===== config.mk =====
export PLATFORM = sky130hd
export DESIGN_NAME = line_interleaved_yuv_to_planar_yuv420_core
export DESIGN_NICKNAME = d
export VERILOG_FILES = /design/src/rtl/core/liyuv_pkg.sv /design/src/rtl/core/line_interleaved_yuv_to_planar_yuv420_core.sv
export SDC_FILE = /design/constraint.sdc
export NUM_CORES = 1
export LEC_CHECK = 0
export BUFFER_PORTS_ARGS = -buffer_cell sky130_fd_sc_hd__buf_4
export CAP_MARGIN = 20
export CORE_ASPECT_RATIO = 1.1
export CORE_UTILIZATION = 45
export CTS_CLUSTER_SIZE = 25
export DETAILED_ROUTE_END_ITERATION = 10
export SLEW_MARGIN = 30
export SYNTH_ARGS = -nofsm -noshare
export SYNTH_HDL_FRONTEND = slang
export SYNTH_SLANG_ARGS = --single-unit

===== constraint.sdc =====
create_clock -name clk -period 8.75 [get_ports clk]
set_clock_uncertainty 0.1 [all_clocks]
set_input_delay 0.4375 -clock clk [delete_from_list [all_inputs] [get_ports clk]]
set_output_delay 0.4375 -clock clk [all_outputs]
set_load 0.01 [all_outputs]

===== src/rtl/core/liyuv_pkg.sv =====
package liyuv_pkg;

  localparam int ADDR_W = 25;
  localparam int PIX_W  = 8;

  localparam int RESET_WIDTH  = 640;
  localparam int RESET_HEIGHT = 480;
  localparam int RESET_AREA   = RESET_WIDTH * RESET_HEIGHT;
  localparam int RESET_AREA2  = RESET_AREA + RESET_AREA / 4;

  localparam logic [PIX_W-1:0] SIGN_FLIP = 8'h80;

  localparam logic [1:0] CFG_LAYOUT = 2'd0;
  localparam logic [1:0] CFG_SWAP   = 2'd1;
  localparam logic [1:0] CFG_WIDTH  = 2'd2;
  localparam logic [1:0] CFG_HEIGHT = 2'd3;

  localparam logic [1:0] LAYOUT_YUYV = 2'd0;
  localparam logic [1:0] LAYOUT_YYUV = 2'd1;
  localparam logic [1:0] LAYOUT_YUVY = 2'd2;

  localparam logic [1:0] SEG_IDX_LAST = 2'd3;

  typedef enum logic [1:0] {
    SEG_YTOP = 2'd0,
    SEG_YBOT = 2'd1,
    SEG_U    = 2'd2,
    SEG_V    = 2'd3
  } seg_kind_t;

  function automatic seg_kind_t seg_kind(logic [1:0] mode, logic [1:0] idx);
    seg_kind_t k;
    k = SEG_YTOP;
    case (mode)
      LAYOUT_YYUV: begin
        case (idx)
          2'd0:    k = SEG_YTOP;
          2'd1:    k = SEG_YBOT;
          2'd2:    k = SEG_U;
          default: k = SEG_V;
        endcase
      end
      LAYOUT_YUVY: begin
        case (idx)
          2'd0:    k = SEG_YTOP;
          2'd1:    k = SEG_U;
          2'd2:    k = SEG_V;
          default: k = SEG_YBOT;
        endcase
      end
      default: begin
        case (idx)
          2'd0:    k = SEG_YTOP;
          2'd1:    k = SEG_U;
          2'd2:    k = SEG_YBOT;
          default: k = SEG_V;
        endcase
      end
    endcase
    return k;
  endfunction

endpackage


===== src/rtl/core/line_interleaved_yuv_to_planar_yuv420_core.sv =====
// Channel   Direction  Handshake             Payload
// src       in         src_valid/src_stall   src_byte
// dst       out        dst_valid/dst_stall   dest_addr, pixel, frame_last
// cfg       in         cfg_valid/cfg_ready   cfg_index, cfg_data
//
// One byte per clock sustained unless dst stalls; a result appears in the cycle
// after its transfer, from the single result register behind the address adders.
// Reset returns registers to 640x480, layout 0, no swap, frame position zero.
// src stalls only while a result is held and dst stalls; cfg is always ready.
module line_interleaved_yuv_to_planar_yuv420_core
  import liyuv_pkg::*;
#(
  parameter int MAX_WIDTH  = 4096,
  parameter int MAX_HEIGHT = 4096
) (
  input  logic                    clk,
  input  logic                    rst,
  input  logic                    src_valid,
  output logic                    src_stall,
  input  logic [PIX_W-1:0]        src_byte,
  output logic                    dst_valid,
  input  logic                    dst_stall,
  output logic [ADDR_W-1:0]       dest_addr,
  output logic [PIX_W-1:0]        pixel,
  output logic                    frame_last,
  input  logic                    cfg_valid,
  output logic                    cfg_ready,
  input  logic [1:0]              cfg_index,
  input  logic [((MAX_WIDTH > MAX_HEIGHT) ? $clog2(MAX_WIDTH + 1)
                 : $clog2(MAX_HEIGHT + 1))-1:0] cfg_data
);

  localparam int WW = $clog2(MAX_WIDTH + 1);
  localparam int HW = $clog2(MAX_HEIGHT + 1);
  localparam int DW = (WW > HW) ? WW : HW;
  localparam int CW = $clog2(MAX_WIDTH);
  localparam int RW = (MAX_HEIGHT > 2) ? $clog2(MAX_HEIGHT / 2) : 1;
  localparam int PW = WW + HW;

  logic [1:0]        layout_mode;
  logic              swap_chroma;
  logic [WW-1:0]     frame_width;
  logic [HW-1:0]     frame_height;
  logic [ADDR_W-1:0] area;
  logic [ADDR_W-1:0] area2;

  logic [1:0]        segment_index;
  logic [CW-1:0]     column_count;
  logic [RW-1:0]     row_pair_count;
  logic [ADDR_W-1:0] y_base;
  logic [ADDR_W-1:0] c_base;

  logic              src_take;
  logic              cfg_take;
  logic              cfg_ok;
  logic [WW-1:0]     mul_w;
  logic [HW-1:0]     mul_h;
  logic [PW-1:0]     prod;

  seg_kind_t         kind;
  logic              is_y;
  logic              first_plane;
  logic [WW-1:0]     col_lim;
  logic              seg_end;
  logic              rp_end;
  logic              last;
  logic [ADDR_W-1:0] col_ext;
  logic [ADDR_W-1:0] addr_next;

  assign cfg_ready = 1'b1;
  assign cfg_take  = cfg_valid & cfg_ready;
  assign src_stall = dst_valid & dst_stall;
  assign src_take  = src_valid & ~src_stall;

  always_comb begin
    cfg_ok = 1'b0;
    case (cfg_index)
      CFG_LAYOUT: cfg_ok = (cfg_data <= DW'(LAYOUT_YUVY));
      CFG_SWAP:   cfg_ok = 1'b1;
      CFG_WIDTH:  cfg_ok = (cfg_data >= DW'(16)) && (cfg_data <= DW'(MAX_WIDTH))
                           && (cfg_data[3:0] == 4'd0);
      CFG_HEIGHT: cfg_ok = (cfg_data >= DW'(2)) && (cfg_data <= DW'(MAX_HEIGHT))
                           && !cfg_data[0];
      default:    cfg_ok = 1'b0;
    endcase
  end

  assign mul_w = (cfg_index == CFG_WIDTH)  ? cfg_data[WW-1:0] : frame_width;
  assign mul_h = (cfg_index == CFG_HEIGHT) ? cfg_data[HW-1:0] : frame_height;
  assign prod  = PW'(mul_w) * PW'(mul_h);

  always_ff @(posedge clk) begin
    if (rst) begin
      layout_mode  <= LAYOUT_YUYV;
      swap_chroma  <= 1'b0;
      frame_width  <= WW'(RESET_WIDTH);
      frame_height <= HW'(RESET_HEIGHT);
      area         <= ADDR_W'(RESET_AREA);
      area2        <= ADDR_W'(RESET_AREA2);
    end else if (cfg_take && cfg_ok) begin
      case (cfg_index)
        CFG_LAYOUT: layout_mode  <= cfg_data[1:0];
        CFG_SWAP:   swap_chroma  <= cfg_data[0];
        CFG_WIDTH:  frame_width  <= cfg_data[WW-1:0];
        CFG_HEIGHT: frame_height <= cfg_data[HW-1:0];
        default:    layout_mode  <= layout_mode;
      endcase
      area  <= ADDR_W'(prod);
      area2 <= ADDR_W'(prod + (prod >> 2));
    end
  end

  assign kind        = seg_kind(layout_mode, segment_index);
  assign is_y        = (kind == SEG_YTOP) || (kind == SEG_YBOT);
  assign first_plane = (kind == SEG_U) ^ swap_chroma;
  assign col_lim     = is_y ? (frame_width - WW'(1)) : ((frame_width >> 1) - WW'(1));
  assign seg_end     = (WW'(column_count) == col_lim);
  assign rp_end      = (HW'(row_pair_count) == ((frame_height >> 1) - HW'(1)));
  assign last        = seg_end && (segment_index == SEG_IDX_LAST) && rp_end;
  assign col_ext     = ADDR_W'(column_count);

  always_comb begin
    if (is_y) begin
      addr_next = y_base + col_ext
                  + ((kind == SEG_YBOT) ? ADDR_W'(frame_width) : '0);
    end else begin
      addr_next = (first_plane ? area : area2) + c_base + col_ext;
    end
  end

  always_ff @(posedge clk) begin
    if (rst || (cfg_take && cfg_ok)) begin
      segment_index  <= '0;
      column_count   <= '0;
      row_pair_count <= '0;
      y_base         <= '0;
      c_base         <= '0;
    end else if (src_take) begin
      if (last) begin
        segment_index  <= '0;
        column_count   <= '0;
        row_pair_count <= '0;
        y_base         <= '0;
        c_base         <= '0;
      end else if (seg_end) begin
        column_count <= '0;
        if (segment_index == SEG_IDX_LAST) begin
          segment_index  <= '0;
          row_pair_count <= row_pair_count + RW'(1);
          y_base         <= y_base + ADDR_W'({frame_width, 1'b0});
          c_base         <= c_base + ADDR_W'(frame_width >> 1);
        end else begin
          segment_index <= segment_index + 2'd1;
        end
      end else begin
        column_count <= column_count + CW'(1);
      end
    end
  end

  always_ff @(posedge clk) begin
    if (rst) begin
      dst_valid <= 1'b0;
    end else begin
      dst_valid <= src_take | (dst_valid & dst_stall);
    end
  end

  always_ff @(posedge clk) begin
    if (src_take) begin
      dest_addr  <= addr_next;
      pixel      <= src_byte ^ SIGN_FLIP;
      frame_last <= last;
    end
  end

endmodule


* Yosys cells after proc, flatten, opt, wreduce, memory -nomap -nowiden *
Index checks and enable logic that the tools add are counted.
W data, S select, Z words.

storage, ports and cells
  bits in writable memories = 0
  output and inout bits = 37
  bits of input ports = 28
  register bits = 189
  logic and storage cells = 96
  memories kept = 0
  bits in read-only memories = 0
  latch bits = 0

cells by class
  bitwise logic cells = 6
  reduce and logical (&&, ||, !) cells = 20
  divide/modulo/power cells = 0
  muxes and demuxes = 25
  add/sub/neg operators = 13
  multipliers = 1
  shifts and indexed selects = 0
  equal/unequal tests = 12
  magnitude comparators = 4

operators with widths
  kind                     count
  $mux W25                 8
  $add A25 B12 Y25         3
  $mux W13                 4
  $mux W11                 3
  $mul A13 B13 Y26         1
  $sub A12 B1 Y13 const B  2
  $add A25 B13 Y25         1
  $add A25 B14 Y25         1
  $add A25 B24 Y25         1
  $add A25 B25 Y25         1
  $mux W12                 2
  $pmux W2 S3              3
  $eq A11 B13 Y1           1
  $eq A12 B13 Y1           1
  $ge A13 B2 Y1 const B    1
  $ge A13 B5 Y1 const B    1
  $le A13 B13 Y1 const B   1
  $le A13 B2 Y1 const B    1
  $sub A13 B1 Y13 const B  1
  $add A12 B1 Y12 const B  1
  $eq A2 B2 Y1 const B     6
  $add A11 B1 Y11 const B  1
  $eq A2 B1 Y1 const B     4
  $logic_and A1 B1 Y1      7
  other kinds (15)         25

* Depth between registers and ports, before layout *
  depth in word-level cells = 11
  mapped depth = 33
  mapped depth without buffers = 32

* Worst setup path after synthesis *
Ideal clock, no wire load.

  path kind = input-to-reg
  start point = in cfg_index[1]
  end point = reg area2[24]
  path slack = 0.573 ns
  arrival = 8.007 ns
  setup time = 0.070 ns
  data required time = 8.580 ns
  stages on the path = 29
  cell sequence = nand2_1 -> buf_1 -> mux2i_1 -> clkbuf_1 -> nor2_1 -> fa_1 -> inv_1 -> fa_1 -> inv_1 -> fa_1 -> inv_1 -> fa_1 -> fa_1 -> inv_1 -> ha_1 -> a2111oi_0 -> a21boi_0 -> a21o_1 -> a21o_1 -> xor2_1 -> ha_1 -> a211o_1 -> a211oi_1 -> a21oi_1 -> o211ai_1 -> nand3b_1 -> a2111oi_0 -> o21ai_0 -> a21oi_1

on the way
  cells in the longest elaborated chain, start to end = 4
  elaborated cells between the ends (all ways) = 10
  those cells by class = 1 x add/sub; 1 x mul; 3 x eq/ne; 3 x mux; 2 x reduce/logical

ends and longest elaborated chain
  what                             RTL line                                                                                            text
  start: declaration               line_interleaved_yuv_to_planar_yuv420_core.sv:28                                                    input logic [1:0] cfg_index,
  $eq A2 B2 Y1 (on tied branches)  line_interleaved_yuv_to_planar_yuv420_core.sv:88, line_interleaved_yuv_to_planar_yuv420_core.sv:89
  $mux W13                         -
  $mul A13 B13 Y26 (*)             line_interleaved_yuv_to_planar_yuv420_core.sv:90                                                    assign prod = PW'(mul_w) * PW'(mul_h);
  net prod[13]                     line_interleaved_yuv_to_planar_yuv420_core.sv:58                                                    logic [PW-1:0] prod;
  $add A25 B24 Y25 (*)             line_interleaved_yuv_to_planar_yuv420_core.sv:109                                                   area2 <= ADDR_W'(prod + (prod >> 2));
  end signal: assignment           line_interleaved_yuv_to_planar_yuv420_core.sv:99                                                    area2 <= ADDR_W'(RESET_AREA2);
  end signal: assignment           line_interleaved_yuv_to_planar_yuv420_core.sv:109
  end: declaration                 line_interleaved_yuv_to_planar_yuv420_core.sv:45                                                    logic [ADDR_W-1:0] area2;

Mark *: on every way through the listed nets, which the timed path passes. The rest lies on a longest branch.
A chain may end at the register's enable or synchronous reset.

* Worst setup path in the final report *
  start point = reg frame_width[2]
  end point = reg area2[24]

on the way
  cells in the longest elaborated chain, start to end = 3

ends and longest elaborated chain
  what                      RTL line                                           text
  start: declaration        line_interleaved_yuv_to_planar_yuv420_core.sv:42   logic [WW-1:0] frame_width;
  start signal: assignment  line_interleaved_yuv_to_planar_yuv420_core.sv:96   frame_width <= WW'(RESET_WIDTH);
  start signal: assignment  line_interleaved_yuv_to_planar_yuv420_core.sv:104  CFG_WIDTH: frame_width <= cfg_data[WW-1:0];
  $mux W13                  -
  $mul A13 B13 Y26          line_interleaved_yuv_to_planar_yuv420_core.sv:90
  net prod[13]              line_interleaved_yuv_to_planar_yuv420_core.sv:58
  $add A25 B24 Y25          line_interleaved_yuv_to_planar_yuv420_core.sv:109

The timed path passes the listed nets, and every way through them passes these cells.

==> key figures <==
GRT
  – Pin count of the biggest net entering global routing: 78
  – Initial antenna violation count: 0
  – First-pass GRT wire length: between 80000 and 90000 um
  – Vias in the first global route: 16191
  – Total track usage: 0.2602
  – Global route overflow: 0

Synth
  – Yosys warns: 0
  – List of most frequent post-synthesis cells: nand2_1 (278), nor2_1 (243), inv_1 (218), ha_1 (180), a21oi_1 (172)
  – Synth unique cells: 81
  – Seq/Total Area, Yosys: 0.2154
  – Yosys top cell area share: 0.1618
  – Syn Area/Cell: 8.355 um^2
  – Synthesized Nets: 2638
  – Most numerous cell in the Yosys netlist: nand2_1
  – Cell area after synthesis: 19060 um^2
  – Number of synthesized flops with an enable pin: 34
  – Main synth FF type: dfxtp_1
  – Mapped Cells: about 2300
  – Post-synthesis sequential element count: 188
  – Share of async-settable or async-resettable flops after synthesis: 0
  – Area leader, netlist: dfxtp_1
  – Synth area leaders: dfxtp_1 (16%), fa_1 (16%), ha_1 (12%), nand2_1 (5.5%), edfxtp_1 (5.4%)

Detailed routing
  – Post-detailed-routing wire length: 53560 um
  – DRC: 0
  – TritonRoute pass-1 iters: 5
  – Antenna-violating nets left: 0
  – Routed vias: roughly 16000
  – Initial DRC Count: 1041
  – Routed vias/inst: between 5 and 6
  – Wire length per cell: 18.37 um

Setup path
  – Worst-path cell with the longest stage delay: dfxtp_1
  – CP Capture Type: flop
  – Crit Path Class: reg2reg
  – Crit start category: flop
  – Worst endpoint required time: 9.05 ns
  – Arr. time, crit path: 8.36 ns
  – Worst Path Max Fanout: 8
  – Crit path largest cell delay: just over 0.6 ns

Cells and area
  – Fill count: ~4000
  – Final net count: 2700
  – Area Growth Syn to Fin: 10.45%
  – Share of cells above drive strength 1: 0.09508
  – N_diodes: 0
  – Final non-filler cell total: 2916

Floorplan
  – Row cnt: 78
  – Core box area: just over 40000 um^2
  – Starting Density: 0.4595
  – Die width: 198.2 um
  – Die area: between 40000 and 50000 um^2
  – Die Y: 217.8 um
  – Ports: 65

Power and ir drop
  – PD cells: 329.7 nW/um^2
  – Pleak: 9.601 nW
  – Max rail drop VDD: about 0.59 mV

Flow run
  – MaxCap Viol Count: 0

STA
  – Slew Limit Headroom: 0.3750
  – Count of pins over their slew limit: 0
  – Fin crit share: 0.9208
  – Setup TNS Final: 0 ns
  – Fin worst setup slack: 0.6930 ns
  – # setup viols final: 0
  – Minimum clock period: 8.057 ns
  – Measured slew at the worst slew-check pin: between 0.9 and 1 ns
  – Final Hold Viols: 0
  – RSZ-0062 raised after global routing: false
  – Hold slack: ~0.046 ns
  – F_max: 124.1 MHz

Clock tree
  – Sink Count: 188
  – CTS tree: yes
  – Root buf cell: clkbuf_16
  – Post-CTS Resized: 0
  – H-tree depth: 4
  – Num CTS Buffers: 17
  – # hold bufs at CTS: 0
  – Max Buffers Root-to-Sink: 2
  – Postcts setup bufs: 0
  – Later-pin clock latency in the skew report: 0.47 ns
  – Reg clk slew, reported paths: 0.07 ns

Placed design
  – Port bufs: 63
  – HPWL Detailed: 42130 um
  – Placed instance count: 2884
  – Gp weighted congestion: 0.9490
  – DP Worst Slack: 0.3397 ns

Hold path
  – Min-delay worst type: in2reg

Outcome
  – Outcome: completed
-- final cells by class --
cell class | instances | area [um^2] | area share
sequential | 188 | 4104 | 0.1950
clock buffer | 20 | 447.9 | 0.02128
clock inverter | 12 | 183.9 | 0.008738
inverter | 219 | 822.0 | 0.03905
tap | 560 | 700.7 | 0.03329
multi-input combinational | 1791 | 13840 | 0.6577
timing repair buffer | 126 | 945.9 | 0.04494
-- cell usage in the layout (no fill, tap or decap), types with 7 or more instances in the layout --
| cell | instances |
|---|---|
| fa_1 | 149 |
| and2_1 | 10 |
| buf_4 | 126 |
| a31oi_1 | 8 |
| nor3_1 | 38 |
| nand3b_1 | 10 |
| nand4_1 | 20 |
| o21a_1 | 14 |
| xor2_1 | 64 |
| nand3_1 | 42 |
| a211o_1 | 7 |
| o31ai_1 | 9 |
| xnor2_1 | 77 |
| nor2_1 | 243 |
| dfxtp_1 | 154 |
| o211ai_1 | 21 |
| ha_1 | 180 |
| mux2i_1 | 36 |
| mux2_2 | 41 |
| inv_1 | 218 |
| edfxtp_1 | 34 |
| a211oi_1 | 32 |
| o21bai_1 | 11 |
| or3_1 | 37 |
| nor2b_1 | 16 |
| a21oi_1 | 172 |
| a21o_1 | 35 |
| clkbuf_16 | 17 |
| o21ai_0 | 90 |
| nand2b_1 | 24 |
| and3_1 | 30 |
| nand2_1 | 278 |
-- state kept, by name (all words and copies together), names as in the netlist --
signal,cells
area,25
area2,25
c_base,25
column_count,12
dest_addr,25
dst_valid,1
frame_height,13
frame_last,1
frame_width,13
layout_mode,2
pixel,8
row_pair_count,11
segment_index,2
swap_chroma,1
y_base,24
-- layer usage --
layer  share of wire  up-vias  track usage
li1                -     7900            -
met1            0.45     7852       0.3293
met2            0.49      312       0.4575
met3           0.033       76      0.02536
met4           0.028        0      0.09225
met5               0        -            0
-- critical path, delay by kind of cell, from the launching register on --
| family | cells | cell delay (ns) |
|---|---|---|
| fa+ha+maj | 7 | 3.04 |
| compound gates | 11 | 2.76 |
| simple gates | 5 | 0.72 |
| flops | 1 | 0.62 |
| buf+inv | 5 | 0.48 |
| xor+xnor | 1 | 0.26 |
-- path summary, 6_finish.rpt --
check	startpoint	endpoint	slack (ns)	depth (start not counted)
worst max-delay path	frame_width[2]$_SDFFE_PP0P_	area2[24]$_SDFFE_PP0P_	0.69	29
worst min-delay path	src_byte[3]	pixel[3]$_DFFE_PP_	0.05	1
worst max register to register	frame_width[2]$_SDFFE_PP0P_	area2[24]$_SDFFE_PP0P_	0.69	29
worst min register to register	area2[8]$_SDFFE_PP0P_	area2[8]$_SDFFE_PP0P_	0.35	2
-- power breakdown --
part | internal (mW) | switching [mW]
Sequential | 0.950 | 0.0466
Combinational | 2.15 | 2.93
Clock | 0.491 | 0.377
Total | 3.59 | 3.35
-- metrics by stage --
step	util	area, um^2	total power [mW]
2_1_floorplan	-	19060	4.870
3_3_place_gp	0.4922	20420	5.985
3_5_place_dp	0.4922	20420	6.063
4_1_cts	0.5075	21050	6.965
5_1_grt	0.5075	21050	7.611
6_report	0.5075	21050	6.940
-- cells by family (layout without fill, tap and decap cells) --
logic type                 Yosys count  in the layout  share of synthesized area
AOI/OAI and AO/OA                  457            457                     0.1505
xor gates and xnor gates           142            142                    0.06526
adders and majority gates          329            329                     0.2747
buffers and inverters              302            377                    0.06086
DFF                                188            188                     0.2154
muxes                               77             77                    0.04314
other                                1              1                  0.0001968
and+or+nand+nor                    785            785                     0.1899
(Power assumes the default switching activity.)
